### src/mqtt_control_header_parser_defines.svh
// Assertion macros used by the parser FSM (mqtt_hdr_fsm).
// Depends on nothing; users must have clk and arst_n in scope.
`ifndef MQTT_CONTROL_HEADER_PARSER_DEFINES_SVH
`define MQTT_CONTROL_HEADER_PARSER_DEFINES_SVH

// Same-cycle implication, disabled while reset is asserted.
`define MQTT_HDR_ASSERT_NOW(lbl, ante, cons, msg) \
	lbl: assert property (@(posedge clk) disable iff (!arst_n) (ante) |-> (cons)) \
		else $error(msg);

// Next-cycle implication, disabled while reset is asserted.
`define MQTT_HDR_ASSERT_NEXT(lbl, ante, cons, msg) \
	lbl: assert property (@(posedge clk) disable iff (!arst_n) (ante) |=> (cons)) \
		else $error(msg);

`endif

### src/mqtt_hdr_pkg.sv
// Shared types, codes and helper functions of the MQTT fixed-header parser.
// Depends on nothing; all parser modules refer to it by scoped names.
package mqtt_hdr_pkg;

	typedef enum logic [2:0] {
		PH_IDLE = 3'b001,
		PH_LEN  = 3'b010,
		PH_CONN = 3'b100
	} phase_t;

	typedef enum logic [2:0] {
		ST_OK        = 3'd0,
		ST_BAD_TYPE  = 3'd1,
		ST_BAD_LEN   = 3'd2,
		ST_BAD_PUB   = 3'd3,
		ST_BAD_CONN  = 3'd4,
		ST_BAD_CREDS = 3'd5,
		ST_BAD_WILL  = 3'd6,
		ST_RESERVED  = 3'd7
	} status_t;

	localparam logic [3:0] KIND_NONE        = 4'd0;
	localparam logic [3:0] KIND_CONNECT     = 4'd1;
	localparam logic [3:0] KIND_PUBLISH     = 4'd3;
	localparam logic [3:0] KIND_PUBREL      = 4'd6;
	localparam logic [3:0] KIND_SUBSCRIBE   = 4'd8;
	localparam logic [3:0] KIND_UNSUBSCRIBE = 4'd10;
	localparam logic [3:0] KIND_RESERVED_HI = 4'd15;

	localparam logic [3:0]  FLAGS_SUB_STYLE = 4'b0010;
	localparam logic [27:0] CONNECT_MIN_LEN = 28'd10;

	// Positions within the CONNECT variable header.
	localparam logic [3:0] HDR_NAME_END = 4'd6;
	localparam logic [3:0] HDR_LEVEL    = 4'd6;
	localparam logic [3:0] HDR_FLAGS    = 4'd7;
	localparam logic [3:0] HDR_KA_HIGH  = 4'd8;

	typedef struct packed {
		logic [7:0] data;
		logic       start;
	} beat_t;

	typedef struct packed {
		logic [3:0]  kind;
		logic [2:0]  status;
		logic [27:0] rem_len;
		logic        dup;
		logic [1:0]  qos;
		logic        retain;
		logic [7:0]  version;
		logic        clean;
		logic        will;
		logic        creds;
		logic [15:0] keep;
	} result_t;

	// Expected protocol-name bytes: length 00 04 then "MQTT".
	function automatic logic [7:0] name_byte(input logic [3:0] idx);
		logic [7:0] v;
		case (idx)
			4'd0: v = 8'h00;
			4'd1: v = 8'h04;
			4'd2: v = 8'h4D;
			4'd3: v = 8'h51;
			default: v = 8'h54;
		endcase
		return v;
	endfunction

	// Builds the result beat from the packet state as it stands after the current byte.
	function automatic result_t make_result(
		input logic [3:0]  kind,
		input status_t     st,
		input logic [27:0] len,
		input logic [3:0]  pub,
		input logic [7:0]  ver,
		input logic [7:0]  cb,
		input logic [15:0] keep
	);
		result_t r;
		r         = '0;
		r.kind    = kind;
		r.status  = st;
		r.rem_len = (st == ST_BAD_LEN) ? 28'd0 : len;
		if (kind == KIND_PUBLISH) begin
			r.dup    = pub[3];
			r.qos    = pub[2:1];
			r.retain = pub[0];
		end else if (kind == KIND_CONNECT) begin
			r.qos     = (cb[2] && (cb[4:3] != 2'd3)) ? cb[4:3] : 2'd0;
			r.retain  = cb[2] & cb[5];
			r.version = ver;
			r.clean   = cb[1];
			r.will    = cb[2];
			r.creds   = cb[7] & cb[6];
			r.keep    = keep;
		end
		return r;
	endfunction

endpackage

### src/mqtt_hdr_in_stage.sv
// Input register of the parser: holds one byte beat until the parse logic takes it.
// Depends on mqtt_hdr_pkg.
module mqtt_hdr_in_stage (
	input  logic                clk,
	input  logic                arst_n,
	input  logic [7:0]          data_byte,
	input  logic                packet_start,
	input  logic                in_valid,
	output logic                in_ready,
	input  logic                advance,
	output mqtt_hdr_pkg::beat_t beat,
	output logic                beat_valid
);

	mqtt_hdr_pkg::beat_t beat_s1;
	logic                valid_s1;

	// The slot is free when empty or when its beat is consumed this cycle.
	assign in_ready = !valid_s1 || advance;

	always_ff @(posedge clk or negedge arst_n) begin
		if (!arst_n) begin
			valid_s1 <= 1'b0;
		end else if (in_ready) begin
			valid_s1 <= in_valid;
		end
	end

	always_ff @(posedge clk) begin
		if (in_valid && in_ready) begin
			beat_s1.data  <= data_byte;
			beat_s1.start <= packet_start;
		end
	end

	assign beat       = beat_s1;
	assign beat_valid = valid_s1;

endmodule

### src/mqtt_hdr_fsm.sv
// Parse state and per-byte decision logic of the fixed-header parser.
// Depends on mqtt_hdr_pkg and mqtt_control_header_parser_defines.svh.
`include "mqtt_control_header_parser_defines.svh"

module mqtt_hdr_fsm (
	input  logic                  clk,
	input  logic                  arst_n,
	input  mqtt_hdr_pkg::beat_t   beat,
	input  logic                  beat_valid,
	input  logic                  advance,
	output logic                  emit,
	output mqtt_hdr_pkg::result_t result
);

	mqtt_hdr_pkg::phase_t  phase_q, nxt_phase;
	logic [3:0]            kind_q, nxt_kind;
	logic [27:0]           len_q, nxt_len;
	logic [1:0]            cnt_q, nxt_cnt;
	logic [3:0]            idx_q, nxt_idx;
	logic [3:0]            pub_q, nxt_pub;
	logic [7:0]            ver_q, nxt_ver;
	logic [7:0]            cb_q, nxt_cb;
	logic [7:0]            kah_q, nxt_kah;
	mqtt_hdr_pkg::status_t st;
	logic [15:0]           keep;
	logic [27:0]           len_part;
	logic [3:0]            typ;
	logic [3:0]            flg;
	logic                  sub_style;
	logic                  type_ok;

	assign typ       = beat.data[7:4];
	assign flg       = beat.data[3:0];
	assign sub_style = (typ == mqtt_hdr_pkg::KIND_PUBREL) ||
		(typ == mqtt_hdr_pkg::KIND_SUBSCRIBE) || (typ == mqtt_hdr_pkg::KIND_UNSUBSCRIBE);
	assign type_ok   = sub_style ? (flg == mqtt_hdr_pkg::FLAGS_SUB_STYLE) :
		((typ != mqtt_hdr_pkg::KIND_NONE) && (typ != mqtt_hdr_pkg::KIND_RESERVED_HI) &&
		(flg == 4'd0));

	// Seven payload bits of a length byte placed at their digit position.
	always_comb begin
		case (cnt_q)
			2'd0:    len_part = {21'd0, beat.data[6:0]};
			2'd1:    len_part = {14'd0, beat.data[6:0], 7'd0};
			2'd2:    len_part = {7'd0, beat.data[6:0], 14'd0};
			default: len_part = {beat.data[6:0], 21'd0};
		endcase
	end

	always_comb begin
		nxt_phase = phase_q;
		nxt_kind  = kind_q;
		nxt_len   = len_q;
		nxt_cnt   = cnt_q;
		nxt_idx   = idx_q;
		nxt_pub   = pub_q;
		nxt_ver   = ver_q;
		nxt_cb    = cb_q;
		nxt_kah   = kah_q;
		emit      = 1'b0;
		st        = mqtt_hdr_pkg::ST_OK;
		keep      = 16'd0;
		if (beat_valid) begin
			if (beat.start) begin
				// A control byte restarts the parse from a clean slate.
				nxt_phase = mqtt_hdr_pkg::PH_IDLE;
				nxt_kind  = mqtt_hdr_pkg::KIND_NONE;
				nxt_len   = 28'd0;
				nxt_cnt   = 2'd0;
				nxt_idx   = 4'd0;
				nxt_pub   = 4'd0;
				nxt_ver   = 8'd0;
				nxt_cb    = 8'd0;
				nxt_kah   = 8'd0;
				if (typ == mqtt_hdr_pkg::KIND_PUBLISH) begin
					nxt_kind = mqtt_hdr_pkg::KIND_PUBLISH;
					if ((flg[2:1] == 2'd3) || ((flg[2:1] == 2'd0) && flg[3])) begin
						emit = 1'b1;
						st   = mqtt_hdr_pkg::ST_BAD_PUB;
					end else begin
						nxt_pub   = flg;
						nxt_phase = mqtt_hdr_pkg::PH_LEN;
					end
				end else if (type_ok) begin
					nxt_kind  = typ;
					nxt_phase = mqtt_hdr_pkg::PH_LEN;
				end else begin
					emit = 1'b1;
					st   = mqtt_hdr_pkg::ST_BAD_TYPE;
				end
			end else begin
				case (phase_q)
					mqtt_hdr_pkg::PH_LEN: begin
						nxt_len = len_q | len_part;
						if (beat.data[7]) begin
							if (cnt_q == 2'd3) begin
								emit = 1'b1;
								st   = mqtt_hdr_pkg::ST_BAD_LEN;
							end else begin
								nxt_cnt = cnt_q + 2'd1;
							end
						end else if (kind_q != mqtt_hdr_pkg::KIND_CONNECT) begin
							emit = 1'b1;
						end else if (nxt_len < mqtt_hdr_pkg::CONNECT_MIN_LEN) begin
							emit = 1'b1;
							st   = mqtt_hdr_pkg::ST_BAD_CONN;
						end else begin
							nxt_phase = mqtt_hdr_pkg::PH_CONN;
							nxt_idx   = 4'd0;
						end
					end
					mqtt_hdr_pkg::PH_CONN: begin
						nxt_idx = idx_q + 4'd1;
						if (idx_q < mqtt_hdr_pkg::HDR_NAME_END) begin
							if (beat.data != mqtt_hdr_pkg::name_byte(idx_q)) begin
								emit = 1'b1;
								st   = mqtt_hdr_pkg::ST_BAD_CONN;
							end
						end else if (idx_q == mqtt_hdr_pkg::HDR_LEVEL) begin
							nxt_ver = beat.data;
						end else if (idx_q == mqtt_hdr_pkg::HDR_FLAGS) begin
							nxt_cb = beat.data;
							// Checked in priority order; the first failure wins.
							if (beat.data[7] && !beat.data[6]) begin
								emit = 1'b1;
								st   = mqtt_hdr_pkg::ST_BAD_CREDS;
							end else if (!beat.data[2] && (beat.data[5:3] != 3'd0)) begin
								emit = 1'b1;
								st   = mqtt_hdr_pkg::ST_BAD_WILL;
							end else if (beat.data[0]) begin
								emit = 1'b1;
								st   = mqtt_hdr_pkg::ST_RESERVED;
							end
						end else if (idx_q == mqtt_hdr_pkg::HDR_KA_HIGH) begin
							nxt_kah = beat.data;
						end else begin
							emit = 1'b1;
							keep = {kah_q, beat.data};
						end
					end
					default: begin
					end
				endcase
			end
			if (emit) begin
				nxt_phase = mqtt_hdr_pkg::PH_IDLE;
			end
		end
	end

	assign result = mqtt_hdr_pkg::make_result(nxt_kind, st, nxt_len, nxt_pub, nxt_ver,
		nxt_cb, keep);

	always_ff @(posedge clk or negedge arst_n) begin
		if (!arst_n) begin
			phase_q <= mqtt_hdr_pkg::PH_IDLE;
			kind_q  <= 4'd0;
			len_q   <= 28'd0;
			cnt_q   <= 2'd0;
			idx_q   <= 4'd0;
			pub_q   <= 4'd0;
			ver_q   <= 8'd0;
			cb_q    <= 8'd0;
			kah_q   <= 8'd0;
		end else if (advance) begin
			phase_q <= nxt_phase;
			kind_q  <= nxt_kind;
			len_q   <= nxt_len;
			cnt_q   <= nxt_cnt;
			idx_q   <= nxt_idx;
			pub_q   <= nxt_pub;
			ver_q   <= nxt_ver;
			cb_q    <= nxt_cb;
			kah_q   <= nxt_kah;
		end
	end

	`MQTT_HDR_ASSERT_NEXT(a_idle_after_result, advance && emit,
		phase_q == mqtt_hdr_pkg::PH_IDLE, "parser not idle after a result")
	`MQTT_HDR_ASSERT_NOW(a_bad_type_kind, emit && (st == mqtt_hdr_pkg::ST_BAD_TYPE),
		result.kind == mqtt_hdr_pkg::KIND_NONE, "bad type result carries a kind")
	`MQTT_HDR_ASSERT_NOW(a_keep_only_ok_connect, emit && (result.keep != 16'd0),
		(st == mqtt_hdr_pkg::ST_OK) && (result.kind == mqtt_hdr_pkg::KIND_CONNECT),
		"keep alive reported outside a good CONNECT")
	`MQTT_HDR_ASSERT_NOW(a_idle_no_result, beat_valid && !beat.start &&
		(phase_q == mqtt_hdr_pkg::PH_IDLE), !emit, "result from a byte while idle")

endmodule

### src/mqtt_hdr_out_stage.sv
// Result register of the parser: holds one result beat until the consumer takes it.
// Depends on mqtt_hdr_pkg.
module mqtt_hdr_out_stage (
	input  logic                  clk,
	input  logic                  arst_n,
	input  logic                  load,
	input  mqtt_hdr_pkg::result_t result,
	output logic                  free,
	output logic                  out_valid,
	input  logic                  out_ready,
	output mqtt_hdr_pkg::result_t held
);

	mqtt_hdr_pkg::result_t res_s2;
	logic                  valid_s2;

	assign free = !valid_s2 || out_ready;

	always_ff @(posedge clk or negedge arst_n) begin
		if (!arst_n) begin
			valid_s2 <= 1'b0;
		end else if (load) begin
			valid_s2 <= 1'b1;
		end else if (out_ready) begin
			valid_s2 <= 1'b0;
		end
	end

	always_ff @(posedge clk) begin
		if (load) begin
			res_s2 <= result;
		end
	end

	assign out_valid = valid_s2;
	assign held      = res_s2;

endmodule

### src/mqtt_control_header_parser.sv
// MQTT fixed-header parser, top level. A byte's result, if any, passes through the input
// register, then the result register, before it shows as out_valid.
// Throughput: one byte per cycle, sustained while the result side keeps up.
// Reset (arst_n, asynchronous, active low) empties both registers and returns the parser
// to idle with all packet state cleared; no memory needs clearing.
// Depends on mqtt_hdr_pkg, mqtt_hdr_in_stage, mqtt_hdr_fsm and mqtt_hdr_out_stage.
module mqtt_control_header_parser (
	input  logic        clk,
	input  logic        arst_n,
	input  logic        in_valid,
	output logic        in_ready,
	input  logic [7:0]  data_byte,
	input  logic        packet_start,
	output logic        out_valid,
	input  logic        out_ready,
	output logic [3:0]  packet_kind,
	output logic [2:0]  status,
	output logic [27:0] remaining_length,
	output logic        dup_flag,
	output logic [1:0]  qos_level,
	output logic        retain_flag,
	output logic [7:0]  protocol_version,
	output logic        clean_session,
	output logic        will_flag,
	output logic        credentials,
	output logic [15:0] keep_alive
);

	// The input register holds one byte beat. The parse logic consumes it (advance)
	// whenever the result register can take a new beat, which is every cycle unless
	// a result is stalled at the output. A consumed byte updates the packet state and,
	// at the end of the header or at the first error, loads one result beat.
	mqtt_hdr_pkg::beat_t   beat;
	mqtt_hdr_pkg::result_t result;
	mqtt_hdr_pkg::result_t held;
	logic                  beat_valid;
	logic                  emit;
	logic                  out_free;
	logic                  advance;

	assign advance = beat_valid && out_free;

	mqtt_hdr_in_stage u_in (
		.clk          (clk),
		.arst_n       (arst_n),
		.data_byte    (data_byte),
		.packet_start (packet_start),
		.in_valid     (in_valid),
		.in_ready     (in_ready),
		.advance      (advance),
		.beat         (beat),
		.beat_valid   (beat_valid)
	);

	// Packet state and the per-byte classification and checking logic.
	mqtt_hdr_fsm u_fsm (
		.clk        (clk),
		.arst_n     (arst_n),
		.beat       (beat),
		.beat_valid (beat_valid),
		.advance    (advance),
		.emit       (emit),
		.result     (result)
	);

	// The result register is reloaded in the same cycle its beat is taken, so a
	// stream of results still moves at one per cycle.
	mqtt_hdr_out_stage u_out (
		.clk       (clk),
		.arst_n    (arst_n),
		.load      (advance && emit),
		.result    (result),
		.free      (out_free),
		.out_valid (out_valid),
		.out_ready (out_ready),
		.held      (held)
	);

	assign packet_kind      = held.kind;
	assign status           = held.status;
	assign remaining_length = held.rem_len;
	assign dup_flag         = held.dup;
	assign qos_level        = held.qos;
	assign retain_flag      = held.retain;
	assign protocol_version = held.version;
	assign clean_session    = held.clean;
	assign will_flag        = held.will;
	assign credentials      = held.creds;
	assign keep_alive       = held.keep;

endmodule

### config.mk
export PLATFORM = sky130hd
export DESIGN_NAME = mqtt_control_header_parser
export DESIGN_NICKNAME = d
export VERILOG_FILES = /design/src/mqtt_hdr_pkg.sv /design/src/mqtt_hdr_in_stage.sv /design/src/mqtt_hdr_fsm.sv /design/src/mqtt_hdr_out_stage.sv /design/src/mqtt_control_header_parser.sv
export VERILOG_INCLUDE_DIRS = /design/src /design/src/src
export SDC_FILE = /design/constraint.sdc
export NUM_CORES = 1
export LEC_CHECK = 0
export ABC_AREA = 1
export ABC_CLOCK_PERIOD_IN_PS = 4300
export BUFFER_PORTS_ARGS = -buffer_cell sky130_fd_sc_hd__buf_4
export CAP_MARGIN = 0
export CELL_PAD_IN_SITES_DETAIL_PLACEMENT = 1
export CELL_PAD_IN_SITES_GLOBAL_PLACEMENT = 1
export CORE_UTILIZATION = 46
export CTS_BUF_LIST = sky130_fd_sc_hd__clkbuf_2 sky130_fd_sc_hd__clkbuf_4 sky130_fd_sc_hd__clkbuf_8
export DETAILED_ROUTE_END_ITERATION = 8
export PLACE_DENSITY_LB_ADDON = 0.1
export SLEW_MARGIN = 0
export SYNTH_ARGS = -nofsm -noshare
export SYNTH_HDL_FRONTEND = slang
export SYNTH_SLANG_ARGS = --single-unit
### constraint.sdc
create_clock -name clk -period 4.3 [get_ports clk]
set_clock_uncertainty 0.05 [all_clocks]
set_input_delay 1.075 -clock clk [delete_from_list [all_inputs] [get_ports clk]]
set_output_delay 1.075 -clock clk [all_outputs]
set_load 0.1 [all_outputs]
==> results.md, run 1 <==
- Worst VDD drop: approximately 0.00031 V
- Nets: 877
- Sw frac: 0.445
- Number of global-route vias before repair: 6168
- Antenna-violating nets left: 0
- Final count of negative-setup-slack endpoints: 0
- Hold path endpoint: u_fsm.phase_q[0]$_DFFE_PN1P_
- Number of port buffers: 80
- Commonest non-fill, non-tap cell in the layout: nand2_1
- Layout cells sized above 1: 0.185
- Most frequent cells in the layout: nand2_1 (170), o21ai_0 (111), nor2_1 (89)
- Sequential share of power: 0.388
- Worst Reg-to-Reg Cells: 14
- Power density over the cells: just over 600 nW/um^2
- Die width: 126 um
- Vias per inst: around 5.5
- Post-Syn Area: between 7000 and 8000 um^2
- Critical Path Start Type: register
- Period utilisation layout: 0.779
- Lkg Pwr: between 3 and 4 nW
- Reg clk slew, reported paths: 0.08 ns
- I/O Pins: 81
- Post-CTS Setup Inserts: 0
- Post-CTS Resized: 0
- Net switching power: between 2 and 2.5 mW
- Critical Path RT: between 4 and 5 ns
- Sequential share of the synthesized area: 0.569
- Reg2reg end: u_out.held[57]$_SDFFCE_PN0P_
- Worst EP arrival: roughly 3.5 ns
- Final hold slack: between 0.4 and 0.5 ns
- Seq cells post-synth: 145
- CTS Root Cell: clkbuf_8
- GR Overflow Total: 0
- CP Max Fanout: 36
- Worst rel slew slack: 0.183
- FF/Latch Area: ~4000 um^2
- Syn-to-layout area delta: 15.4%
- Initial core utilization: 0.477
- Post-CTS Hold Fix Bufs: 0
- Main flop type after synthesis: edfxtp_1
- Remaining routing DRC violations: 0
- Initial antenna violation count: 0
- Total Routing Usage GR: 0.257
- Largest net degree at the start of global routing: 71
- R2R setup slack: around 0.95 ns
- R2r startpoint: u_fsm.cnt_q[0]$_DFFE_PN0P_
- Drt pass-1 iters: 4
- Worst-margin pin slew: 1.22 ns
- Final Hold Vio Count: 0
- CTS max path bufs: 2
- Final Instance Area: about 8100 um^2
- Hold Path Class: register to register
- CTS HTree Levels: 4
- YS warnings: 0
- Fmax: just under 300 MHz
- Outcome: finished clean
- N_diodes: 0
- Skew-Pair Late Insertion Delay: 0.46 ns
- Syn Inst Count: roughly 790
- Final min period: around 3.4 ns
- Int Power: around 2.8 mW
- Post-DP HPWL: 13.2 mm
- Placer Congestion: ~0.83
- Finished Core Util: 0.551
- Worst Path Class, Setup: register to register
- Cts bufs inserted: 17
- Area after DPL: approximately 7700 um^2
- Fillcell total: about 1.7k
- DP Cell Count: between 1k and 1.5k
- Core area: between 10000 and 15000 um^2
- Hold-critical path depth: 2
- Post-synth EDFFs: 75
- CTS Sinks: around 150
- Initial drt markers: between 300 and 400
- Slew Limit Fails: 0
- Unrepaired setup endpoints after global routing: false
- Syn nets: approximately 800
- Die Area: ~16000 um^2
- Setup TNS: 0 ns
- Combinational share of power: 0.389
- Die Height: ~130 um
- Multi-input gate area: about 2500 um^2
- Crit end category: register
- First-pass GRT wire length: approximately 31 mm
- Layout Cells excl Fill: around 1.1k
- Maximum capacitance violations: 0
- Rows: between 40 and 50
- Final wirelength: roughly 19 mm
- Synth cell types: 38
- Hold_sp: u_fsm.phase_q[0]$_DFFE_PN1P_
- Via count: 5771
- Clock Power Share: 0.224
- CTS tree: yes
- Mean Syn Cell Area: 8.95 um^2
- Async S/R FF share, synth: 0.483
- Average wire per standard cell: around 18 um
-- flip-flops by register name, indices dropped and copies added, names as in the netlist --
signal / count
u_fsm.ver_q: 8
u_fsm.len_q: 28
u_fsm.kah_q: 8
u_fsm.cb_q: 7
u_fsm.pub_q: 4
u_in.beat: 9
u_out.held: 66
u_fsm.idx_q: 4
u_fsm.phase_q: 3
u_in.beat_valid: 1
u_fsm.cnt_q: 2
u_out.out_valid: 1
u_fsm.kind_q: 4
-- cells in the mapped netlist (9+ instances only) --
master,count,area [um^2]
o211ai_1,9,67.6
ha_1,9,113
inv_2,9,33.8
nor2_1,89,334
nor2_2,14,87.6
edfxtp_1,75,2250
nand2_1,170,638
clkbuf_1,22,82.6
inv_1,71,267
o21ai_0,111,556
dfrtp_1,69,1730
nand3_1,49,245
a21oi_1,29,145
nor3_1,10,50.1
-- power by group through the flow --
stage	logic, mW	clock network, mW	registers (mW)
after global placement	1.90	0	1.96
after CTS	1.98	1.15	1.96
after floorplan	0.746	0	2.73
after global routing	2.11	1.20	1.99
after detailed placement	1.96	0	1.99
final	1.97	1.13	1.96
-- critical path, stage by stage (launching register included) --
cell     delay [ns]
dfrtp_1        0.41
ha_1           0.36
inv_2          0.20
nand3_1        0.15
nand2_1        0.07
nor2_1         0.10
nand3_1        0.09
nor2_1         0.10
nand2_1        0.12
nand2_1        0.11
nand2_1        0.07
nand3_1        0.11
nand3_1        0.16
inv_2          0.61
buf_12         0.30
-- routing by layer --
metal	global-route usage	part of all wire	vias to the layer above
met2	0.445	0.50	116
met1	0.320	0.44	2896
met5	0	0	-
li1	-	-	2735
met3	0.0442	0.032	24
met4	0.101	0.021	0
-- through the flow --
stage | setup slack (ns) | power, mW
2_1_floorplan | 0.814 | 3.47
3_3_place_gp | 1.23 | 3.86
3_5_place_dp | 0.998 | 3.95
4_1_cts | 0.952 | 5.09
5_1_grt | 0.695 | 5.30
6_report | 0.948 | 5.06
-- cell type report --
type / count / area share
sequential: 145 / 0.493
timing repair buffer: 86 / 0.0810
clock inverter: 11 / 0.0171
inverter: 82 / 0.0380
clock buffer: 21 / 0.0333
multi-input combinational: 523 / 0.310
tap: 184 / 0.0283
-- how the worst max path moves through the flow --
stage	from	endpoint	slack, ns	cells after the start
2_1_floorplan	out_ready	u_out.held[0]$_SDFFCE_PP0P_	0.81	5
3_3_place_gp	u_fsm.cnt_q[0]$_DFFE_PN0P_	u_out.held[52]$_SDFFCE_PN0P_	1.23	14
3_5_place_dp	u_fsm.cnt_q[0]$_DFFE_PN0P_	u_out.held[49]$_SDFFCE_PN0P_	1.0	14
4_1_cts	u_fsm.cnt_q[0]$_DFFE_PN0P_	u_out.held[16]$_SDFFCE_PP0P_	0.95	14
5_1_grt	u_fsm.cnt_q[0]$_DFFE_PN0P_	u_out.held[16]$_SDFFCE_PP0P_	0.69	14
6_report	u_fsm.cnt_q[0]$_DFFE_PN0P_	u_out.held[57]$_SDFFCE_PN0P_	0.95	14
-- logic make-up (layout without fill, tap and decap cells) --
group / count (synthesis) / after routing / synth area share
adder cells (fa/ha/maj): 9 / 9 / 0.0160
AND/OR/NAND/NOR: 351 / 351 / 0.216
AO/OA/AOI/OAI: 162 / 162 / 0.124
buffers and inverters: 119 / 200 / 0.0739
XOR/XNOR: 1 / 1 / 0.00124
flip-flops: 145 / 145 / 0.569
(Power assumes the default switching activity.)
==> run 2: changes to the inputs <==
--- a/config.mk
+++ b/config.mk
@@ -7,7 +7,7 @@
 export NUM_CORES = 1
 export LEC_CHECK = 0
 export ABC_AREA = 1
-export ABC_CLOCK_PERIOD_IN_PS = 4300
+export ABC_CLOCK_PERIOD_IN_PS = 3400
 export BUFFER_PORTS_ARGS = -buffer_cell sky130_fd_sc_hd__buf_4
 export CAP_MARGIN = 0
 export CELL_PAD_IN_SITES_DETAIL_PLACEMENT = 1
==> constraint.sdc (replaced) <==
create_clock -name clk -period 3.4 [get_ports clk]
set_clock_uncertainty 0.05 [all_clocks]
set_input_delay 0.85 -clock clk [delete_from_list [all_inputs] [get_ports clk]]
set_output_delay 0.85 -clock clk [all_outputs]
set_load 0.1 [all_outputs]
==> run 2 against run 1 <==
Effect of this change: design area is essentially flat; hold slack lost 0.012 ns; global-route usage is essentially flat; register-to-register slack lost 0.57 ns; clock-buffer cell count shrank 1; routed wire length grew 1.4%; largest power group unchanged.
==> results.md, run 2 (synthesis gave the netlist of run 1 again) <==
- Outcome: finished clean
- Worst VDD drop: 0.000400 V
- Average wire per standard cell: roughly 18 um
- Rows: 44
- CTS Root Cell: clkbuf_8
- Syn-to-layout area delta: 15.5%
- Hold Path Class: register to register
- Period utilisation layout: 0.887
- Lkg Pwr: 3.49 nW
- Post-CTS Setup Inserts: 0
- Die width: ~130 um
- Net switching power: 2.84 mW
- Reg clk slew, reported paths: about 0.08 ns
- R2R setup slack: roughly 0.38 ns
- Die Area: 15800 um^2
- Number of global-route vias before repair: around 6.1k
- Combinational share of power: 0.391
- Sequential share of power: 0.389
- Slew Limit Fails: 0
- Worst Reg-to-Reg Cells: 14
- N_diodes: 0
- CTS Sinks: about 150
- Final Total Pwr: approximately 6.4 mW
- Antenna-violating nets left: 0
- Most frequent cells in the layout: nand2_1 (170), o21ai_0 (111), buf_4 (90)
- CTS tree: yes
- Commonest non-fill, non-tap cell in the layout: nand2_1
- Final min period: roughly 3.0 ns
- Setup TNS: 0 ns
- Final count of negative-setup-slack endpoints: 0
- Post-CTS Resized: 0
- I/O Pins: between 80 and 90
- Post-CTS Hold Fix Bufs: 0
- Final wirelength: slightly below 20 mm
- Nets: roughly 900
- CP Max Fanout: 34
- Critical Path Start Type: register
- Initial antenna violation count: 0
- CTS max path bufs: 2
- Unrepaired setup endpoints after global routing: false
- Initial drt markers: between 300 and 400
- CP endpoint: u_out.held[1]$_SDFFCE_PP0P_
- Final Hold Vio Count: 0
- Max reg flops: 66
- Crit end category: register
- Skew-Pair Late Insertion Delay: 0.46 ns
- Reg2reg end: u_out.held[1]$_SDFFCE_PP0P_
- Fmax: approximately 330 MHz
- Placer Congestion: ~0.86
- Cts bufs inserted: 17
- Critical Path RT: between 3 and 4 ns
- Initial core utilization: 0.477
- Drt pass-1 iters: 5
- Power density over the cells: between 700 and 800 nW/um^2
- Clock Power Share: 0.220
- Worst Path Class, Setup: register to register
- Maximum capacitance violations: 0
- Layout cells sized above 1: 0.188
- Worst rel slew slack: 0.375
- Via count: approximately 5.8k
- Sw frac: 0.446
- Total Routing Usage GR: 0.257
- CTS HTree Levels: 4
- Remaining routing DRC violations: 0
- Int Power: roughly 3.5 mW
- Worst-margin pin slew: 0.938 ns
- Core area: approximately 15000 um^2
- R2r startpoint: u_fsm.cnt_q[0]$_DFFE_PN0P_
- Hold-critical path depth: 2
- Worst setup path start: u_fsm.cnt_q[0]$_DFFE_PN0P_
- Vias per inst: about 5.5
- Largest net degree at the start of global routing: roughly 70
- Worst EP arrival: 3.07 ns
- Post-DP HPWL: roughly 13 mm
- Die Height: 126 um
- First-pass GRT wire length: 31.5 mm
- Number of port buffers: 80
- GR Overflow Total: 0
[run 2: changes by cell type in the layout (fill, tap and decap cells not counted), sizes merged]
cell	before	now
clkinvlp	3	1
buf	86	90
clkinv	6	9
clkbuf	21	20
[run 2: power by group through the flow]
stage	Combinational, mW	Sequential [mW]	Clock (mW)
CTS	2.51	2.48	1.42
finish	2.49	2.48	1.40
global route	2.67	2.52	1.49
detailed placement	2.49	2.51	0
floorplan	0.944	3.45	0
global placement	2.41	2.48	0
[run 2: area by class of cell]
class	instances	area [um^2]
Clock buffer	20	256
Clock inverter	12	141
Fill cell	1720	6620
Inverter	82	309
Multi-Input combinational cell	523	2520
Sequential cell	145	4010
Tap cell	184	230
Timing Repair Buffer	90	676
[run 2: metrics by stage]
stage | hold WS, ns | instance area [um^2] | setup WS (ns) | cells | util
6_report | 0.434 | 8130 | 0.383 | 1056 | 0.551
5_1_grt | 0.470 | 8130 | 0.132 | 1056 | 0.551
4_1_cts | 0.437 | 8130 | 0.434 | 1056 | 0.551
3_5_place_dp | 0.419 | 7740 | 0.475 | 1024 | 0.524
3_3_place_gp | 0.415 | 7740 | 0.643 | 1024 | 0.524
2_1_floorplan | 0.398 | 7040 | 0.000558 | 787 | -
[run 2: worst max-delay path, stage by stage (launching register included)]
cell	delay, ns
dfrtp_1	0.41
ha_1	0.35
inv_2	0.20
nand3_1	0.14
nand2_1	0.06
nor2_1	0.15
nand3_1	0.11
nor2_1	0.12
nand2_1	0.12
nand2_1	0.11
nand2_1	0.06
nand3_1	0.10
nand3_1	0.16
inv_2	0.09
buf_4	0.39
[run 2: worst min-delay path by stage]
stage / startpoint / to / slack (ns)
after CTS: u_fsm.len_q[0]$_DFFE_PN0P_ / u_fsm.len_q[0]$_DFFE_PN0P_ / 0.44
after global placement: u_fsm.len_q[0]$_DFFE_PN0P_ / u_fsm.len_q[0]$_DFFE_PN0P_ / 0.42
after floorplan: u_fsm.len_q[0]$_DFFE_PN0P_ / u_fsm.len_q[0]$_DFFE_PN0P_ / 0.40
after global routing: u_fsm.phase_q[0]$_DFFE_PN1P_ / u_fsm.phase_q[0]$_DFFE_PN1P_ / 0.47
final: u_fsm.len_q[0]$_DFFE_PN0P_ / u_fsm.len_q[0]$_DFFE_PN0P_ / 0.43
after detailed placement: u_fsm.len_q[0]$_DFFE_PN0P_ / u_fsm.len_q[0]$_DFFE_PN0P_ / 0.42
[run 2: per-layer routing]
layer | routed length [um] | global-route usage | vias up | share of wire
li1 | - | - | 2743 | -
met1 | 8530 | 0.323 | 2881 | 0.44
met2 | 9710 | 0.447 | 144 | 0.50
met3 | 736 | 0.0455 | 27 | 0.038
met4 | 377 | 0.0918 | 0 | 0.019
met5 | 0 | 0 | - | 0
